### config.mk
export PLATFORM = sky130hd
export DESIGN_NAME = dual_stack_shared_array
export DESIGN_NICKNAME = d
export VERILOG_FILES = /design/src/rtl/dssa_pkg.sv /design/src/rtl/dual_stack_shared_array.sv /design/src/rtl/dssa_ram.sv /design/src/rtl/dssa_datapath.sv /design/src/rtl/dssa_ctrl.sv
export SDC_FILE = /design/constraint.sdc
export NUM_CORES = 1
export LEC_CHECK = 0
export BUFFER_PORTS_ARGS = -buffer_cell sky130_fd_sc_hd__buf_2
export CORE_MARGIN = 2
export CORE_UTILIZATION = 65
export CTS_BUF_LIST = sky130_fd_sc_hd__clkbuf_2 sky130_fd_sc_hd__clkbuf_4 sky130_fd_sc_hd__clkbuf_8
export CTS_CLUSTER_SIZE = 30
export DETAILED_ROUTE_END_ITERATION = 6
export GPL_TIMING_DRIVEN = 1
export PLACE_DENSITY_LB_ADDON = 0.2
export SYNTH_ARGS = -nofsm -noshare
export SYNTH_HDL_FRONTEND = slang
export SYNTH_SLANG_ARGS = --single-unit
### constraint.sdc
create_clock -name clk -period 10.95 [get_ports clk]
set_clock_uncertainty 0.2 [all_clocks]
set_input_delay 0.5475 -clock clk [delete_from_list [all_inputs] [get_ports clk]]
set_output_delay 0.5475 -clock clk [all_outputs]
set_load 0.02 [all_outputs]
### src/rtl/dssa_pkg.sv
// ----------------------------------------------------------------------------
// dssa_pkg
// Shared types and constants for the dual stack shared array block.
// ----------------------------------------------------------------------------
package dssa_pkg;

	localparam int unsigned DEPTH_DEF = 16;
	localparam int unsigned WORD_W    = 32;
	localparam int unsigned STATUS_W  = 2;

	localparam logic OP_PUSH = 1'b0;
	localparam logic OP_POP  = 1'b1;

	localparam logic SEL_LOWER = 1'b0;
	localparam logic SEL_UPPER = 1'b1;

	localparam logic [STATUS_W-1:0] ST_OK        = 2'd0;
	localparam logic [STATUS_W-1:0] ST_OVERFLOW  = 2'd1;
	localparam logic [STATUS_W-1:0] ST_UNDERFLOW = 2'd2;

	typedef struct packed {
		logic                     opcode;
		logic                     stack_select;
		logic signed [WORD_W-1:0] push_value;
	} dssa_cmd_t;

	typedef struct packed {
		logic signed [WORD_W-1:0] pop_value;
		logic [STATUS_W-1:0]      status;
	} dssa_res_t;

	typedef struct packed {
		logic latch;
		logic exec;
	} dssa_ctl_t;

endpackage

### src/rtl/dual_stack_shared_array.sv
// ----------------------------------------------------------------------------
// dual_stack_shared_array
// Two LIFO stacks in one store: lower grows up from 0, upper down from top.
// ----------------------------------------------------------------------------
// channel   ports                 handshake
// command   cmd                   start & !busy
// result    result                done, one cycle
//
// Each word goes through capture, store access and result. The store's
// registered read sets the middle step. busy is high from capture until the
// result cycle ends. Reset empties both stacks; store contents stay as they
// are. The receiver cannot stall: result is valid only while done is high.
// ----------------------------------------------------------------------------
module dual_stack_shared_array #(
	parameter int unsigned DEPTH = dssa_pkg::DEPTH_DEF
) (
	input  logic                clk,
	input  logic                arst_n,
	input  logic                start,
	output logic                busy,
	input  dssa_pkg::dssa_cmd_t cmd,
	output logic                done,
	output dssa_pkg::dssa_res_t result
);

	dssa_pkg::dssa_ctl_t ctl;

	dssa_ctrl u_ctrl (
		.clk    (clk),
		.arst_n (arst_n),
		.start  (start),
		.busy   (busy),
		.done   (done),
		.ctl    (ctl)
	);

	dssa_datapath #(
		.DEPTH (DEPTH)
	) u_datapath (
		.clk    (clk),
		.arst_n (arst_n),
		.ctl    (ctl),
		.cmd    (cmd),
		.result (result)
	);

endmodule

### src/rtl/dssa_ram.sv
// ----------------------------------------------------------------------------
// dssa_ram
// Generic single write, single read RAM with registered read data.
// ----------------------------------------------------------------------------
module dssa_ram #(
	parameter int unsigned W  = dssa_pkg::WORD_W,
	parameter int unsigned D  = dssa_pkg::DEPTH_DEF,
	localparam int unsigned AW = $clog2(D)
) (
	input  logic          clk,
	input  logic          we,
	input  logic [AW-1:0] waddr,
	input  logic [W-1:0]  wdata,
	input  logic          re,
	input  logic [AW-1:0] raddr,
	output logic [W-1:0]  rdata
);

	logic [W-1:0] mem_q [D];
	logic [W-1:0] rdata_q;

	always_ff @(posedge clk) begin
		if (we) begin
			mem_q[waddr] <= wdata;
		end
		if (re) begin
			rdata_q <= mem_q[raddr];
		end
	end

	assign rdata = rdata_q;

endmodule

### src/rtl/dssa_datapath.sv
// ----------------------------------------------------------------------------
// dssa_datapath
// Stack counts, full/empty decisions, store access and result formatting.
// ----------------------------------------------------------------------------
module dssa_datapath #(
	parameter int unsigned DEPTH = dssa_pkg::DEPTH_DEF
) (
	input  logic                clk,
	input  logic                arst_n,
	input  dssa_pkg::dssa_ctl_t ctl,
	input  dssa_pkg::dssa_cmd_t cmd,
	output dssa_pkg::dssa_res_t result
);

	localparam int unsigned AW = $clog2(DEPTH);
	localparam int unsigned CW = $clog2(DEPTH + 1);

	dssa_pkg::dssa_cmd_t         cmd_q;
	logic [CW-1:0]               lower_q;
	logic [CW-1:0]               upper_q;
	logic [dssa_pkg::STATUS_W-1:0] status_q;
	logic                        rd_ok_q;

	logic [CW:0]   used;
	logic          full;
	logic          empty;
	logic          push_ok;
	logic          pop_ok;
	logic [CW-1:0] waddr_w;
	logic [CW-1:0] raddr_w;
	logic [dssa_pkg::WORD_W-1:0] rdata;

	assign used  = {1'b0, lower_q} + {1'b0, upper_q};
	assign full  = used >= (CW+1)'(DEPTH);
	assign empty = (cmd_q.stack_select == dssa_pkg::SEL_LOWER) ?
		(lower_q == '0) : (upper_q == '0);
	assign push_ok = (cmd_q.opcode == dssa_pkg::OP_PUSH) && !full;
	assign pop_ok  = (cmd_q.opcode == dssa_pkg::OP_POP) && !empty;

	// lower grows up from 0, upper grows down from DEPTH-1
	assign waddr_w = (cmd_q.stack_select == dssa_pkg::SEL_LOWER) ?
		lower_q : (CW'(DEPTH - 1) - upper_q);
	assign raddr_w = (cmd_q.stack_select == dssa_pkg::SEL_LOWER) ?
		(lower_q - CW'(1)) : (CW'(DEPTH) - upper_q);

	dssa_ram #(
		.W (dssa_pkg::WORD_W),
		.D (DEPTH)
	) u_ram (
		.clk   (clk),
		.we    (ctl.exec && push_ok),
		.waddr (waddr_w[AW-1:0]),
		.wdata (cmd_q.push_value),
		.re    (ctl.exec && pop_ok),
		.raddr (raddr_w[AW-1:0]),
		.rdata (rdata)
	);

	always_ff @(posedge clk) begin
		if (ctl.latch) begin
			cmd_q <= cmd;
		end
	end

	always_ff @(posedge clk or negedge arst_n) begin
		if (!arst_n) begin
			lower_q  <= '0;
			upper_q  <= '0;
			status_q <= dssa_pkg::ST_OK;
			rd_ok_q  <= 1'b0;
		end else if (ctl.exec) begin
			rd_ok_q <= pop_ok;
			if (cmd_q.opcode == dssa_pkg::OP_PUSH) begin
				status_q <= full ? dssa_pkg::ST_OVERFLOW : dssa_pkg::ST_OK;
			end else begin
				status_q <= empty ? dssa_pkg::ST_UNDERFLOW : dssa_pkg::ST_OK;
			end
			if (push_ok) begin
				if (cmd_q.stack_select == dssa_pkg::SEL_LOWER) begin
					lower_q <= lower_q + CW'(1);
				end else begin
					upper_q <= upper_q + CW'(1);
				end
			end
			if (pop_ok) begin
				if (cmd_q.stack_select == dssa_pkg::SEL_LOWER) begin
					lower_q <= lower_q - CW'(1);
				end else begin
					upper_q <= upper_q - CW'(1);
				end
			end
		end
	end

	always_comb begin
		result.status = status_q;
		if (rd_ok_q) begin
			result.pop_value = rdata;
		end else if (status_q == dssa_pkg::ST_UNDERFLOW) begin
			result.pop_value = '1;
		end else begin
			result.pop_value = '0;
		end
	end

endmodule

### src/rtl/dssa_ctrl.sv
// ----------------------------------------------------------------------------
// dssa_ctrl
// Sequencer: take a word, execute it against the store, present the result.
// ----------------------------------------------------------------------------
module dssa_ctrl (
	input  logic                clk,
	input  logic                arst_n,
	input  logic                start,
	output logic                busy,
	output logic                done,
	output dssa_pkg::dssa_ctl_t ctl
);

	typedef enum logic [2:0] {
		S_IDLE = 3'b001,
		S_EXEC = 3'b010,
		S_RESP = 3'b100
	} state_t;

	state_t state_q;
	state_t state_d;

	always_comb begin
		state_d = state_q;
		unique case (state_q)
			S_IDLE: begin
				if (start) begin
					state_d = S_EXEC;
				end
			end
			S_EXEC: state_d = S_RESP;
			S_RESP: state_d = S_IDLE;
			default: state_d = S_IDLE;
		endcase
	end

	always_ff @(posedge clk or negedge arst_n) begin
		if (!arst_n) begin
			state_q <= S_IDLE;
		end else begin
			state_q <= state_d;
		end
	end

	assign busy      = (state_q != S_IDLE);
	assign done      = (state_q == S_RESP);
	assign ctl.latch = (state_q == S_IDLE) && start;
	assign ctl.exec  = (state_q == S_EXEC);

endmodule
==> run metrics <==
status=completed; R2R Setup Slk=6.54 ns; Via density=6.286; final WL=46070 um; fmax=226.5 MHz; fin nets=1270; Final min period=4.414 ns; asr flop ratio synth=2.694%; synth top area cells=edfxtp_1, mux4_2, mux2i_1, dfrtp_1, a21o_1; Final Cell Area=26170 um^2; pwr/cell area=251.4 nW/um^2; Critical Path End=u_datapath.u_ram.mem_q[11][28]; Root Buffer=clkbuf_8; critical path cell sequence=nor2_1 -> a21oi_4 -> buf_12 -> nand2_1 -> nor2_4 -> buf_4; Clock Latency Late Sink=0.64 ns; Worst EP required=11.00 ns; LEAKAGE=9.228 nW; Synth area leader=edfxtp_1; Avg Inst Size Synth=21.98 um^2; Area growth syn-to-layout=13.19%; Mapped Nets=1098; core area=35310 um^2; YS warnings=0; Post-DRT Antenna Nets=0; post_cts resized=0; CP max-delay cell=edfxtp_1; Post-Layout Cell Count=1744; CTS Buffer Depth=3; # setup viols final=0; reg2reg end=u_datapath.u_ram.mem_q[11][28]; layout cells sized above 1=30.55%; number of global-route vias before repair=11080; Cells after DPL=1556; first-pass GRT wire length=67530 um; global route total overflow=0; HPWL after detailed placement=23560 um; setup TNS=0 ns; RSZ-0062 raised after global routing=no; Routed WL per cell=26.42 um; DRT iter0 DRCs=995; CTS buffer count=90; reg2reg path depth=6; relative slew slack=4.061%; routability cong.=0.7674; Die ar.=37090 um^2; Post-CTS Setup Repair Bufs=0; setup ws final=6.536 ns; Startpoint Class=register; H-Tree Depth=3; slew at the pin closest to its max-slew limit=1.433 ns; GRT Total Usage=25.88%; Initial Util=65.47%; Slew Limit Fails=0; #FFs+latches synth=594; Worst-path clk slew=0.06 ns; Cells after Synth=1052; DR pass1 iterations=7; top_reg_cell synth=edfxtp_1; largest net degree at the start of global routing=131; Netlist cell types=51; Synth top cells by count=edfxtp_1, mux4_2, mux2i_1; Worst Setup End Kind=register; Tightest Hold Check Type=primary input to asynchronous set/reset pin; worst vdd ir=0.2782 mV; Die X=192.6 um; crit-path max FO=130; number of synthesized flops with an enable pin=578; Ant. Diodes=0; DR vias=10960; placed inst area=24130 um^2; pre-CTS setup slack=6.446 ns; # IOs=73; crit path launch=u_datapath.cmd_q[32]; Die H=192.6 um; CTS tree=done; initial antenna violation count=0; PortBufs=72; Max stage delay on crit path=1.02 ns; number of max-cap violations=0; reg2reg start=u_datapath.cmd_q[32]; Sink Count=594; DRC=0; final hold viol count=0; period utilization=40.31%; Synth Cell Area=23120 um^2; critical path type=register to register; post-synth top area share=75.08%; Seq/Total Area, Yosys=76.81%; Core Rows=69; critical path arrival=4.47 ns; most common cell in the synthesized netlist=edfxtp_1
==> power breakdown <==
| group | internal [mW] | switching [mW] | leakage (nW) |
|---|---|---|---|
| Clock | 0.899 | 0.794 | 0.870 |
| Sequential | 2.73 | 0.153 | 5.40 |
| Combinational | 0.940 | 1.06 | 2.95 |
==> critical path: cells and delay by family, from the launching register on <==
family                 cells  cell delay, ns
DFF                        1            1.02
buffers and inverters      2            1.30
and+or+nand+nor            3            1.25
AOI/OAI and AO/OA          1            0.21
==> registers in the layout (all words and copies together), names as in the netlist, named ones only <==
register	flops
u_datapath.u_ram.mem_q	512
u_datapath.cmd_q	34
u_datapath.u_ram.rdata	32
u_ctrl.state_q	3
u_datapath.status_q	2
u_datapath.rd_ok_q	1
==> metrics by stage <==
stage / hold WS [ns] / util [%] / power, mW
3_3_place_gp: 0.2611 / 68.35 / 4.885
5_1_grt: 0.1999 / 74.11 / 6.867
2_1_floorplan: 0.05191 / - / 4.428
3_5_place_dp: 0.2835 / 68.35 / 4.936
4_1_cts: 0.1293 / 74.05 / 6.632
6_report: 0.1679 / 74.11 / 6.578
==> worst min path at each step <==
stage                           startpoint                         end  slack, ns  cells past startpoint
CTS                                 arst_n          u_datapath.rd_ok_q       0.13                      2
floorplan                           arst_n  asynchronous set/reset pin       0.05                      0
detailed placement  u_datapath.status_q[1]      u_datapath.status_q[1]       0.28                      2
finish                              arst_n          u_datapath.rd_ok_q       0.17                      2
global route                        arst_n           u_ctrl.state_q[2]       0.20                      2
global placement    u_datapath.status_q[1]      u_datapath.status_q[1]       0.26                      2
==> layer usage <==
layer / share of wire (%) / wire length, um / GRT usage, %
met2: 51 / 23430 / 42.82
met5: 0 / 0 / 0
met4: 2.0 / 923 / 8.133
met1: 40 / 18540 / 36.00
met3: 6.9 / 3174 / 4.455
==> cells in the final DEF, fill, tap and decap left out, drive strengths merged, types with 3 or more instances in the layout <==
cell	n
nor3	6
a21o	38
a21oi	7
mux2i	100
clkinvlp	3
nand4	5
or3b	3
dlygate4sd3	36
nand2	16
inv	13
o21ai	9
nor2	27
clkbuf	116
mux4	128
nand2b	3
clkinv	27
ha	9
xnor2	7
o221ai	3
buf	98
dfrtp	15
nand3	4
edfxtp	578
==> cells by family (layout without fill, tap and decap cells) <==
logic type	count (synthesis)	count (layout)	synth area share (%)
AO/OA/AOI/OAI	74	74	2.457
XOR/XNOR	9	9	0.3410
adder cells (fa/ha/maj)	9	9	0.4871
buffers and inverters	64	295	1.488
flip-flops	594	594	76.81
multiplexers	228	228	16.80
AND/OR/NAND/NOR	74	74	1.613
==> layout make-up <==
type,count,area [um^2]
Tap cell,461,576.8
Inverter,10,37.54
Clock inverter,35,220.2
Clock buffer,116,1434
Fill cell,2012,9143
Sequential cell,594,17760
Multi-Input combinational cell,394,5200
Timing Repair Buffer,134,940.9
==> timing repair <==
item | 4_1_cts | 5_1_grt
hold endpoints to repair | 51 | 0
hold buffers | 36 | 0
endpoints found under the setup margin | 0 | 0
Power figures use the tool's default switching activity.
